## src/c02dec_pkg.sv

```systemverilog
// Shared types and decode tables for the 65C02 opcode decoder.
// No dependencies; used by c02dec_decode, c02dec_operand and the top level.

package c02dec_pkg;

	// Addressing modes
	typedef enum logic [3:0] {
		AM_NONE = 4'd0,
		AM_IMM  = 4'd1,
		AM_ZP   = 4'd2,
		AM_ZPX  = 4'd3,
		AM_ZPY  = 4'd4,
		AM_ABS  = 4'd5,
		AM_ABX  = 4'd6,
		AM_ABY  = 4'd7,
		AM_IDX  = 4'd8,
		AM_IDY  = 4'd9,
		AM_JMP  = 4'd10,
		AM_JSR  = 4'd11,
		AM_REL  = 4'd12,
		AM_INV  = 4'd13,
		AM_ZPI  = 4'd14
	} addr_mode_t;

	// Mnemonic codes; the X prefix marks the undocumented forms
	typedef enum logic [6:0] {
		MN_BRK, MN_PHP, MN_BPL, MN_CLC, MN_XNOP, MN_JSR, MN_PLP, MN_BMI,
		MN_SEC, MN_BIT, MN_RTI, MN_PHA, MN_JMP, MN_BVC, MN_CLI, MN_RTS,
		MN_PLA, MN_BVS, MN_SEI, MN_DEY, MN_BCC, MN_TYA, MN_STY, MN_TAY,
		MN_BCS, MN_CLV, MN_LDY, MN_INY, MN_BNE, MN_CLD, MN_CPY, MN_INX,
		MN_BEQ, MN_SED, MN_CPX, MN_ORA, MN_AND, MN_EOR, MN_ADC, MN_STA,
		MN_LDA, MN_CMP, MN_SBC, MN_ASL, MN_ROL, MN_PHY, MN_LSR, MN_PLY,
		MN_ROR, MN_TXA, MN_TXS, MN_STX, MN_TAX, MN_TSX, MN_LDX, MN_DEX,
		MN_PHX, MN_DEC, MN_NOP, MN_PLX, MN_INC, MN_XSLO, MN_XRLA, MN_XSRE,
		MN_XRRA, MN_XSAX, MN_XLAX, MN_XDCP, MN_XSBC, MN_XISB
	} mnemonic_t;

	// Table-decoded part of one instruction
	typedef struct packed {
		mnemonic_t  mnemonic;
		addr_mode_t mode;
		logic       indirect;
	} dec_t;

	// Complete result of one instruction
	typedef struct packed {
		dec_t        dec;
		logic [15:0] operand;
		logic [1:0]  length;
		logic [15:0] next_pc;
		logic [15:0] branch_target;
	} res_t;

	// Byte field positions: aaa bbb cc
	localparam logic [1:0] CC_GROUP0 = 2'd0;
	localparam logic [2:0] AAA_JMP   = 3'd3;
	localparam logic [2:0] AAA_STA   = 3'd4;
	localparam logic [2:0] AAA_SBC   = 3'd7;
	localparam logic [2:0] BBB_IMM   = 3'd2;
	localparam logic [2:0] BBB_ABS   = 3'd3;

	// Mode table, indexed [cc][bbb][aaa]
	localparam addr_mode_t MODE_TAB [4][8][8] = '{
		'{
			'{AM_NONE, AM_JSR, AM_NONE, AM_NONE, AM_IMM, AM_IMM, AM_IMM, AM_IMM},
			'{AM_ZP, AM_ZP, AM_ZP, AM_ZP, AM_ZP, AM_ZP, AM_ZP, AM_ZP},
			'{AM_NONE, AM_NONE, AM_NONE, AM_NONE, AM_NONE, AM_NONE, AM_NONE, AM_NONE},
			'{AM_ABS, AM_ABS, AM_JMP, AM_JMP, AM_ABS, AM_ABS, AM_ABS, AM_ABS},
			'{AM_REL, AM_REL, AM_REL, AM_REL, AM_REL, AM_REL, AM_REL, AM_REL},
			'{AM_ZPX, AM_ZPX, AM_ZPX, AM_ZPX, AM_ZPX, AM_ZPX, AM_ZPX, AM_ZPX},
			'{AM_NONE, AM_NONE, AM_NONE, AM_NONE, AM_NONE, AM_NONE, AM_NONE, AM_NONE},
			'{AM_ABX, AM_ABX, AM_ABS, AM_ABS, AM_INV, AM_ABX, AM_ABX, AM_ABX}
		},
		'{
			'{AM_IDX, AM_IDX, AM_IDX, AM_IDX, AM_IDX, AM_IDX, AM_IDX, AM_IDX},
			'{AM_ZP, AM_ZP, AM_ZP, AM_ZP, AM_ZP, AM_ZP, AM_ZP, AM_ZP},
			'{AM_IMM, AM_IMM, AM_IMM, AM_IMM, AM_IMM, AM_IMM, AM_IMM, AM_IMM},
			'{AM_ABS, AM_ABS, AM_ABS, AM_ABS, AM_ABS, AM_ABS, AM_ABS, AM_ABS},
			'{AM_IDY, AM_IDY, AM_IDY, AM_IDY, AM_IDY, AM_IDY, AM_IDY, AM_IDY},
			'{AM_ZPX, AM_ZPX, AM_ZPX, AM_ZPX, AM_ZPX, AM_ZPX, AM_ZPX, AM_ZPX},
			'{AM_ABY, AM_ABY, AM_ABY, AM_ABY, AM_ABY, AM_ABY, AM_ABY, AM_ABY},
			'{AM_ABX, AM_ABX, AM_ABX, AM_ABX, AM_ABX, AM_ABX, AM_ABX, AM_ABX}
		},
		'{
			'{AM_INV, AM_INV, AM_INV, AM_INV, AM_IMM, AM_IMM, AM_IMM, AM_IMM},
			'{AM_ZP, AM_ZP, AM_ZP, AM_ZP, AM_ZP, AM_ZP, AM_ZP, AM_ZP},
			'{AM_NONE, AM_NONE, AM_NONE, AM_NONE, AM_NONE, AM_NONE, AM_NONE, AM_NONE},
			'{AM_ABS, AM_ABS, AM_ABS, AM_ABS, AM_ABS, AM_ABS, AM_ABS, AM_ABS},
			'{AM_INV, AM_INV, AM_INV, AM_INV, AM_INV, AM_ZPI, AM_INV, AM_INV},
			'{AM_ZPX, AM_ZPX, AM_ZPX, AM_ZPX, AM_ZPY, AM_ZPY, AM_ZPX, AM_ZPX},
			'{AM_NONE, AM_NONE, AM_NONE, AM_NONE, AM_NONE, AM_NONE, AM_NONE, AM_NONE},
			'{AM_ABX, AM_ABX, AM_ABX, AM_ABX, AM_INV, AM_ABY, AM_ABX, AM_ABX}
		},
		'{
			'{AM_IDX, AM_IDX, AM_IDX, AM_IDX, AM_IDX, AM_IDX, AM_IDX, AM_IDX},
			'{AM_ZP, AM_ZP, AM_ZP, AM_ZP, AM_ZP, AM_ZP, AM_ZP, AM_ZP},
			'{AM_INV, AM_INV, AM_INV, AM_INV, AM_INV, AM_INV, AM_INV, AM_IMM},
			'{AM_ABS, AM_ABS, AM_ABS, AM_ABS, AM_ABS, AM_ABS, AM_ABS, AM_ABS},
			'{AM_IDY, AM_IDY, AM_IDY, AM_IDY, AM_INV, AM_IDY, AM_IDY, AM_IDY},
			'{AM_ZPX, AM_ZPX, AM_ZPX, AM_ZPX, AM_ZPY, AM_ZPY, AM_ZPX, AM_ZPX},
			'{AM_ABY, AM_ABY, AM_ABY, AM_ABY, AM_INV, AM_INV, AM_ABY, AM_ABY},
			'{AM_ABX, AM_ABX, AM_ABX, AM_ABX, AM_INV, AM_ABY, AM_ABX, AM_ABX}
		}
	};

	// Group 0 mnemonics, indexed [aaa][bbb]
	localparam mnemonic_t MN_CC0 [8][8] = '{
		'{MN_BRK, MN_XNOP, MN_PHP, MN_XNOP, MN_BPL, MN_XNOP, MN_CLC, MN_XNOP},
		'{MN_JSR, MN_BIT, MN_PLP, MN_BIT, MN_BMI, MN_XNOP, MN_SEC, MN_XNOP},
		'{MN_RTI, MN_XNOP, MN_PHA, MN_JMP, MN_BVC, MN_XNOP, MN_CLI, MN_XNOP},
		'{MN_RTS, MN_XNOP, MN_PLA, MN_JMP, MN_BVS, MN_XNOP, MN_SEI, MN_XNOP},
		'{MN_XNOP, MN_STY, MN_DEY, MN_STY, MN_BCC, MN_STY, MN_TYA, MN_STY},
		'{MN_LDY, MN_LDY, MN_TAY, MN_LDY, MN_BCS, MN_LDY, MN_CLV, MN_LDY},
		'{MN_CPY, MN_CPY, MN_INY, MN_CPY, MN_BNE, MN_XNOP, MN_CLD, MN_XNOP},
		'{MN_CPX, MN_CPX, MN_INX, MN_CPX, MN_BEQ, MN_XNOP, MN_SED, MN_XNOP}
	};

	// Group 1 mnemonics, indexed [aaa]
	localparam mnemonic_t MN_CC1 [8] = '{
		MN_ORA, MN_AND, MN_EOR, MN_ADC, MN_STA, MN_LDA, MN_CMP, MN_SBC
	};

	// Group 2 mnemonics, indexed [aaa][bbb]
	localparam mnemonic_t MN_CC2 [8][8] = '{
		'{MN_ASL, MN_ASL, MN_ASL, MN_ASL, MN_ASL, MN_ASL, MN_XNOP, MN_ASL},
		'{MN_ROL, MN_ROL, MN_ROL, MN_ROL, MN_ROL, MN_ROL, MN_XNOP, MN_ROL},
		'{MN_LSR, MN_LSR, MN_LSR, MN_LSR, MN_LSR, MN_LSR, MN_PHY, MN_LSR},
		'{MN_ROR, MN_ROR, MN_ROR, MN_ROR, MN_ROR, MN_ROR, MN_PLY, MN_ROR},
		'{MN_XNOP, MN_STX, MN_TXA, MN_STX, MN_STX, MN_STX, MN_TXS, MN_STX},
		'{MN_LDX, MN_LDX, MN_TAX, MN_LDX, MN_LDA, MN_LDX, MN_TSX, MN_LDX},
		'{MN_XNOP, MN_DEC, MN_DEX, MN_DEC, MN_DEC, MN_DEC, MN_PHX, MN_DEC},
		'{MN_XNOP, MN_INC, MN_NOP, MN_INC, MN_INC, MN_INC, MN_PLX, MN_INC}
	};

	// Group 3 (undocumented) mnemonics, indexed [aaa]; aaa=7 refined by bbb
	localparam mnemonic_t MN_CC3 [8] = '{
		MN_XSLO, MN_XRLA, MN_XSRE, MN_XRRA, MN_XSAX, MN_XLAX, MN_XDCP, MN_XISB
	};

endpackage

```

## src/cpu65c02_opcode_decoder.sv

```systemverilog
// 65C02 opcode decoder (undocumented opcodes included), top level.
// Depends on c02dec_pkg, c02dec_decode and c02dec_operand.
//
// Takes one instruction per clock while in_stall is low: the PC, the opcode byte
// and the two bytes after it, and returns mnemonic, addressing mode, indirect-JMP
// flag, operand, length, next PC and relative branch target. Throughput is one
// transaction per cycle when the output does not stall. An accepted input is
// held in the input register stage and its result in the result register stage,
// with the table decode and 16-bit adds between them. Both stages hold their
// contents under out_stall, and in_stall rises only when both stages are full
// and the output is stalled.

module cpu65c02_opcode_decoder import c02dec_pkg::*; (
	input  logic        clk,
	input  logic        arst_n,
	// input channel
	input  logic        in_valid,
	output logic        in_stall,
	input  logic [15:0] pc,
	input  logic [7:0]  opcode,
	input  logic [7:0]  operand_low,
	input  logic [7:0]  operand_high,
	// output channel
	output logic        out_valid,
	input  logic        out_stall,
	output logic [6:0]  mnemonic,
	output logic [3:0]  addr_mode,
	output logic        is_indirect,
	output logic [15:0] operand_value,
	output logic [1:0]  length,
	output logic [15:0] next_pc,
	output logic [15:0] branch_target
);

	logic        valid_s1;
	logic [15:0] pc_s1;
	logic [7:0]  opcode_s1;
	logic [7:0]  lo_s1;
	logic [7:0]  hi_s1;
	logic        valid_s2;
	res_t        res_s2;
	logic        adv_s1;
	logic        adv_s2;
	dec_t        dec;
	res_t        res;

	// Stage advance: a stage loads when empty or when its content moves on
	assign adv_s2   = !valid_s2 || !out_stall;
	assign adv_s1   = !valid_s1 || adv_s2;
	assign in_stall = !adv_s1;

	// Input register
	always_ff @(posedge clk or negedge arst_n) begin
		if (!arst_n) begin
			valid_s1 <= 1'b0;
		end else if (adv_s1) begin
			valid_s1 <= in_valid;
		end
	end

	always_ff @(posedge clk) begin
		if (adv_s1 && in_valid) begin
			pc_s1     <= pc;
			opcode_s1 <= opcode;
			lo_s1     <= operand_low;
			hi_s1     <= operand_high;
		end
	end

	// Decode logic between the stages
	c02dec_decode u_decode (
		.opcode (opcode_s1),
		.dec    (dec)
	);

	c02dec_operand u_operand (
		.dec          (dec),
		.pc           (pc_s1),
		.operand_low  (lo_s1),
		.operand_high (hi_s1),
		.res          (res)
	);

	// Result register
	always_ff @(posedge clk or negedge arst_n) begin
		if (!arst_n) begin
			valid_s2 <= 1'b0;
		end else if (adv_s2) begin
			valid_s2 <= valid_s1;
		end
	end

	always_ff @(posedge clk) begin
		if (adv_s2 && valid_s1) begin
			res_s2 <= res;
		end
	end

	// Output ports
	assign out_valid     = valid_s2;
	assign mnemonic      = res_s2.dec.mnemonic;
	assign addr_mode     = res_s2.dec.mode;
	assign is_indirect   = res_s2.dec.indirect;
	assign operand_value = res_s2.operand;
	assign length        = res_s2.length;
	assign next_pc       = res_s2.next_pc;
	assign branch_target = res_s2.branch_target;

	// Checks
	a_stall_only_full: assert property (@(posedge clk) disable iff (!arst_n)
		in_stall |-> (valid_s1 && valid_s2 && out_stall))
		else $error("input stalled while a stage is free");

	a_len_nonzero: assert property (@(posedge clk) disable iff (!arst_n)
		out_valid |-> (length != 2'd0))
		else $error("zero instruction length");

	a_target_rel_only: assert property (@(posedge clk) disable iff (!arst_n)
		(out_valid && res_s2.dec.mode != AM_REL) |-> (branch_target == 16'h0000))
		else $error("branch target outside relative mode");

	a_one_byte_no_operand: assert property (@(posedge clk) disable iff (!arst_n)
		(out_valid && length == 2'd1) |-> (operand_value == 16'h0000))
		else $error("operand on one-byte instruction");

	a_indirect_is_jmp: assert property (@(posedge clk) disable iff (!arst_n)
		(out_valid && is_indirect) |-> (res_s2.dec.mnemonic == MN_JMP
			&& res_s2.dec.mode == AM_JMP))
		else $error("indirect flag on non-JMP");

endmodule

```

## src/c02dec_decode.sv

```systemverilog
// Opcode table decode: mnemonic, addressing mode and indirect-JMP flag.
// Depends on c02dec_pkg for the tables and the dec_t struct.

module c02dec_decode import c02dec_pkg::*; (
	input  logic [7:0] opcode,
	output dec_t       dec
);

	logic [2:0] aaa;
	logic [2:0] bbb;
	logic [1:0] cc;
	mnemonic_t  mn;

	assign aaa = opcode[7:5];
	assign bbb = opcode[4:2];
	assign cc  = opcode[1:0];

	// Mode straight from the table, indirect flag from the opcode fields
	assign dec.mode     = MODE_TAB[cc][bbb][aaa];
	assign dec.indirect = (cc == CC_GROUP0) && (aaa == AAA_JMP) && (bbb == BBB_ABS);
	assign dec.mnemonic = mn;

	// Mnemonic by opcode group
	always_comb begin
		unique case (cc)
			2'd0: begin
				mn = MN_CC0[aaa][bbb];
			end
			2'd1: begin
				// STA #imm does not exist: decodes as a two-byte NOP
				if (aaa == AAA_STA && bbb == BBB_IMM) begin
					mn = MN_XNOP;
				end else begin
					mn = MN_CC1[aaa];
				end
			end
			2'd2: begin
				mn = MN_CC2[aaa][bbb];
			end
			default: begin
				if (aaa == AAA_SBC && bbb == BBB_IMM) begin
					mn = MN_XSBC;
				end else begin
					mn = MN_CC3[aaa];
				end
			end
		endcase
	end

endmodule

```

## src/c02dec_operand.sv

```systemverilog
// Length, operand assembly, next PC and branch target from the decoded mode.
// Depends on c02dec_pkg for addr_mode_t, dec_t and res_t.

module c02dec_operand import c02dec_pkg::*; (
	input  dec_t        dec,
	input  logic [15:0] pc,
	input  logic [7:0]  operand_low,
	input  logic [7:0]  operand_high,
	output res_t        res
);

	logic [1:0]  len;
	logic [15:0] operand;
	logic        is_rel;
	logic [15:0] offset;

	// Length and operand by mode class
	always_comb begin
		is_rel = 1'b0;
		unique case (dec.mode)
			AM_IMM, AM_ZP, AM_ZPX, AM_ZPY, AM_IDX, AM_IDY, AM_ZPI: begin
				len     = 2'd2;
				operand = {8'h00, operand_low};
			end
			AM_REL: begin
				len     = 2'd2;
				operand = {8'h00, operand_low};
				is_rel  = 1'b1;
			end
			AM_ABS, AM_ABX, AM_ABY, AM_JMP, AM_JSR: begin
				len     = 2'd3;
				operand = {operand_high, operand_low};
			end
			default: begin
				len     = 2'd1;
				operand = 16'h0000;
			end
		endcase
	end

	// Address arithmetic, all modulo 64K
	assign offset = {{8{operand_low[7]}}, operand_low};

	assign res.dec           = dec;
	assign res.operand       = operand;
	assign res.length        = len;
	assign res.next_pc       = pc + {14'd0, len};
	assign res.branch_target = is_rel ? (pc + 16'd2 + offset) : 16'h0000;

endmodule
```

## config.mk

```make
export PLATFORM = sky130hd
export DESIGN_NAME = cpu65c02_opcode_decoder
export DESIGN_NICKNAME = d
export VERILOG_FILES = /design/src/c02dec_pkg.sv /design/src/cpu65c02_opcode_decoder.sv /design/src/c02dec_decode.sv /design/src/c02dec_operand.sv
export SDC_FILE = /design/constraint.sdc
export NUM_CORES = 1
export LEC_CHECK = 0
export BUFFER_PORTS_ARGS = -buffer_cell sky130_fd_sc_hd__buf_2
export CORE_MARGIN = 8
export CORE_UTILIZATION = 61
export DETAILED_ROUTE_END_ITERATION = 10
export MAX_ROUTING_LAYER = met4
export PLACE_DENSITY = 0.88
export SLEW_MARGIN = 30
export SYNTH_ARGS = -nofsm -noshare
export SYNTH_HDL_FRONTEND = slang
export SYNTH_SLANG_ARGS = --single-unit
```

## constraint.sdc

```tcl
create_clock -name clk -period 8.9 [get_ports clk]
set_clock_uncertainty 0.2 [all_clocks]
set_input_delay 0.89 -clock clk [delete_from_list [all_inputs] [get_ports clk]]
set_output_delay 0.89 -clock clk [all_outputs]
set_load 0.05 [all_outputs]
```

== Yosys cells after proc, flatten, opt, wreduce, memory -nomap -nowiden ==
Memory sizes are Yosys's and may differ from the RTL's.
Cells that the tools add are included.

* Register bits after elaboration: 104
* ROM bits: 1008
* Bits of input ports: 44
* Output and inout bits: 64
* Logic and storage cells: 90
* Memories: 4

{| class="wikitable"
|+ Memories
! memory !! words !! width !! rd ports !! clocked after Yosys merged registers in !! wr ports !! RTL line !! RTL
|-
| (no name shown) || 8 || 56 || 1 || 0 || 0 || c02dec_decode.sv:27 || <nowiki>mn = MN_CC0[aaa][bbb];</nowiki>
|-
| (no name shown) || 8 || 56 || 1 || 0 || 0 || c02dec_decode.sv:38 || <nowiki>mn = MN_CC2[aaa][bbb];</nowiki>
|-
| (no name shown) || 8 || 7 || 1 || 0 || 0 || c02dec_decode.sv:34 || <nowiki>mn = MN_CC1[aaa];</nowiki>
|-
| (no name shown) || 8 || 7 || 1 || 0 || 0 || c02dec_decode.sv:44 || <nowiki>mn = MN_CC3[aaa];</nowiki>
|}

* Add/subtract/negate cells: 3
* $lt $le $gt $ge: 3
* Equal/unequal tests: 20
* Mux-type cells: 29
* Bitwise gates (word level): 3
* Reduce and logical (&&, ||, !) cells: 15

{| class="wikitable"
|+ Operator list
! cell !! number
|-
| 256-bit binary-select mux with 2-bit select || 1
|-
| 256-bit two-way mux || 2
|-
| 56-bit two-way mux || 4
|-
| 32-bit binary-select mux with 3-bit select || 1
|-
| 7-bit two-way mux || 10
|-
| 32-bit two-way mux || 2
|-
| 7-bit binary-select mux with 3-bit select || 2
|-
| 16-bit one-hot mux with 2 select lines || 1
|-
| 4-bit equality test (second input constant) || 6
|-
| 7-bit one-hot mux with 3 select lines || 1
|-
| 16-bit adder || 1
|-
| 16-bit by 2-bit adder with 16-bit output || 1
|-
| 16-bit by 2-bit adder with 16-bit output (second input constant) || 1
|-
| 4-bit by 3-bit equality test with 1-bit output (second input constant) || 4
|-
| 4-bit binary-select mux with 3-bit select || 1
|-
| 3-bit by 2-bit equality test with 1-bit output (second input constant) || 3
|-
| 4-bit by 2-bit equality test with 1-bit output (second input constant) || 2
|-
| 4-bit greater-or-equal comparator (second input constant) || 2
|-
| 4-bit two-way mux || 2
|-
| 3-bit NOT with 4-bit output || 2
|-
| 8-bit OR reduction || 1
|-
| 3-bit equality test (second input constant) || 2
|-
| 1-bit logical AND || 6
|-
| 5-bit OR reduction || 1
|-
| 10 further kinds || 14
|}

== Longest topological paths before layout ==
* Depth in word-level cells: 14
* Depth in mapped cells: 17
* Mapped depth without buffers: 15

== Hierarchy ==
A second synthesis with hierarchy kept.

* Cells, all modules: 551
* Area total of the unflattened synthesis: 6127.1 um^2

{| class="wikitable"
|+ By module, submodules not included
! module !! times used !! cells an instance !! area an instance (um^2) !! sequential area each (um^2)
|-
| cpu65c02_opcode_decoder || 1 || 110 || 3155.5 || 3113.0
|-
| c02dec_operand || 1 || 213 || 1546.5 || 0.0
|-
| c02dec_decode || 1 || 228 || 1425.1 || 0.0
|}

== Worst setup path after synthesis ==
OpenSTA, ideal clock, no wires.

* Kind: input -> register
* From: input port out_stall
* To: register res_s2 (netlist bit addr_mode[0]) (enable)
* Setup time: 0.577 ns
* Arrival: 5.388 ns
* Required time: 8.123 ns
* Slack: 2.735 ns
* Stages on the path: 1
* Buffers on the path: 0
* Cell sequence: a21boi_0

* Cells in the longest elaborated chain, start to end: 3

{| class="wikitable"
|+ RTL lines
! item !! RTL line !! RTL
|-
| start: declaration || cpu65c02_opcode_decoder.sv:25 || <nowiki>input logic out_stall,</nowiki>
|-
| 1-bit zero test || cpu65c02_opcode_decoder.sv:48 || <nowiki>assign adv_s2 = !valid_s2 || !out_stall;</nowiki>
|-
| 1-bit logical OR || cpu65c02_opcode_decoder.sv:48 ||
|-
| 1-bit logical AND || cpu65c02_opcode_decoder.sv:94 || <nowiki>if (adv_s2 && valid_s1) begin</nowiki>
|-
| end signal: assignment || cpu65c02_opcode_decoder.sv:95 || <nowiki>res_s2 <= res;</nowiki>
|-
| end: declaration || cpu65c02_opcode_decoder.sv:41 || <nowiki>res_t res_s2;</nowiki>
|}

Every way passes these cells.
A chain may end at the register's enable or synchronous reset.

==> results.md <==
- Status: complete, no violations
- I/O pins: 108
- Asr flop ratio synth: 0.0192
- Gpl congestion: 0.926
- Core Region: 0.0101 mm^2
- First-pass GRT wire length: 24.3 mm
- Grt total ovfl: 0
- PD cells: 178 mW/mm^2
- WL/cell: 19.2 um
- Routed via count: 4786
- Share of the synthesized area in the top cell type: 0.488
- Worst Setup Start Kind: flop
- Iteration-0 DRC Markers: 480
- Max cap viols: 0
- Ys flop type: edfxtp_1
- Setup Buffers After CTS: 0
- Remaining DRCs: 0
- Post-cts gate resize count: 0
- Busiest grt layer: met2
- Fin cells: 780
- Seq/Total Area, Yosys: 0.496
- Crit path max fanout: 29
- Synth area leaders: edfxtp_1 (49%), ha_1 (8.8%), a21oi_1 (2.3%)
- Ant diodes: 0
- Clock Latency Late Sink: 360 ps
- Crit end category: flop
- FMAX: 0.220 GHz
- M1 GR Usage: 0.282
- Static Leakage: 2.80 nW
- Mapped Cells: 550
- Final Max Slew Viols: 0
- Cell area after layout: 0.00701 mm^2
- RSZ-0062 raised after global routing: no
- Routed Antenna Nets: 0
- Detailed placement HPWL: 10.7 mm
- CTS Hold Bufs: 0
- Worst Setup Path Type: reg2reg
- H-tree depth: 3
- # setup viols final: 0
- Layout area overhead: 11.7%
- Rel. slew slack: 0.400
- Yosys warns: 0
- Placed Cells: 764
- CTS root buf: clkbuf_8
- DP Area: 0.00682 mm^2
- Commonest non-fill, non-tap cell in the layout: buf_2
- Number of global-route vias before repair: 4709
- Reg clk slew, reported paths: 100 ps
- Hold Vio Cnt, Final: 0
- Fin nets: 729
- Most frequent cells in the layout: buf_2 (107), edfxtp_1 (102), ha_1 (44)
- IO buf count: 107
- Final cell utilization of the core: 0.691
- Clock tree from TritonCTS: yes
- Tot GR Track Use: 0.221
- Synth Cell Area: 0.00627 mm^2
- Largest net degree at the start of global routing: 63
- Final min period: 4540 ps
- Yosys top cell by area: edfxtp_1
- CTS sink count: 104
- Syn Area/Cell: 11.4 um^2
- Worst VDD drop: 0.000136 V
- Post-synth cell types: 76
- Routed vias/inst: 6.14
- Tcrit/Tclk final: 0.510
- Layout cells sized above 1: 0.236
- Pre-antenna DRT Iters: 5
- GR Layer Usage met2: 0.345
- Cts bufs inserted: 9
- CP arrival: 4460 ps
- Setup TNS: 0 ps
- Die extent in y: 117 um
- Design Power: 1.25 mW
- Die width: 117 um
- Initial antenna violation count: 0
- Data required, critical path: 8820 ps
- Synthesized Nets: 640
- Worst-Margin Slew: 900 ps
- FF-to-FF path depth: 15
- Starting Density: 0.619
- #FFs+latches synth: 104
- Std cell rows: 37
- Hold Crit Class: in2async
- Number of synthesized flops with an enable pin: 102
- Total Wirelength: 15.0 mm
- Clk buf depth: 2
- Met3 usage: 0.0504
- Die area: 0.0138 mm^2
[path summary, 6_finish.rpt]
path	startpoint	slack (ps)	endpoint
max in group asynchronous	arst_n	8310	out_valid$_DFFE_PN0P_
setup reg to reg	opcode_s1[1]$_DFFE_PP_	4360	next_pc[12]$_DFFE_PP_
hold reg to reg	valid_s1$_DFFE_PN0N_	330	out_valid$_DFFE_PN0P_
hold / removal	arst_n	100	valid_s1$_DFFE_PN0N_
min in group clk	valid_s1$_DFFE_PN0N_	330	out_valid$_DFFE_PN0P_
setup / recovery	opcode_s1[1]$_DFFE_PP_	4360	next_pc[12]$_DFFE_PP_
[cell usage after synthesis, types with 5 or more instances]
library cell,n
o211ai_1,9
buf_2,9
nor2b_1,16
a311oi_1,5
edfxtp_1,102
inv_1,25
a21o_1,11
clkbuf_1,11
nand3_1,12
nand2_1,33
o221ai_1,6
a211oi_1,5
o21ai_0,26
nand2b_1,10
a21oi_1,29
buf_6,5
a21boi_0,11
nor3_1,8
xor2_1,11
o31ai_1,5
nor2_1,28
xnor2_1,14
ha_1,44
nand4_1,6
and2_1,10
a31oi_1,8
nor2_4,7
[stage by stage]
stage               setup slack [ps]  hold slack, ps
floorplan                       2740             243
global placement                4580             263
detailed placement              4420             320
CTS                             4400            75.7
global route                    4130            67.2
finish                          4360            98.2
[sequential cells by signal, summed over array words and instances, names as in the netlist]
name           count
opcode_s1          8
is_indirect        1
hi_s1              8
mnemonic           7
addr_mode          4
out_valid          1
operand_value     16
next_pc           16
branch_target     16
lo_s1              8
valid_s1           1
length             2
pc_s1             16
[layer usage]
metal	routed length, um	share of wire
met3	1070	0.071
met4	230	0.015
met2	7220	0.48
met1	6470	0.43
met5	0	0
[logic make-up after synthesis]
group | count (synthesis) | share of synthesized area
AO/OA/AOI/OAI | 150 | 0.173
XOR/XNOR | 25 | 0.0349
adder cells (fa/ha/maj) | 46 | 0.0942
buffers and inverters | 60 | 0.0487
flip-flops | 104 | 0.496
multiplexers | 5 | 0.00997
AND/OR/NAND/NOR | 160 | 0.143
[final cells by class]
class	instances	area (um^2)
clock buffer	9	124
fill	713	3130
inverter	26	97.6
tap	136	170
timing repair buffer	112	573
multi-input combinational	386	2870
sequential	104	3110
clock inverter	7	62.6
[worst max-delay path: stages (launching register included)]
cell       delay (ps)
edfxtp_1          760
or2_4             420
a2111oi_4         320
a2111o_1          190
inv_2              70
or3_4             390
nor3_1            120
nand3b_1          150
ha_1              200
inv_1              60
fa_1              400
nor2_1            170
and3_1            260
nor2b_1           290
nand3_1           150
xnor2_1           140
[report_power, final]
group,internal [mW],leakage (nW),switching (mW)
clock network,0.127,0.0917,0.153
logic,0.109,1.69,0.247
registers,0.589,1.01,0.0255
Note: power is estimated with default switching activity, not from simulation.
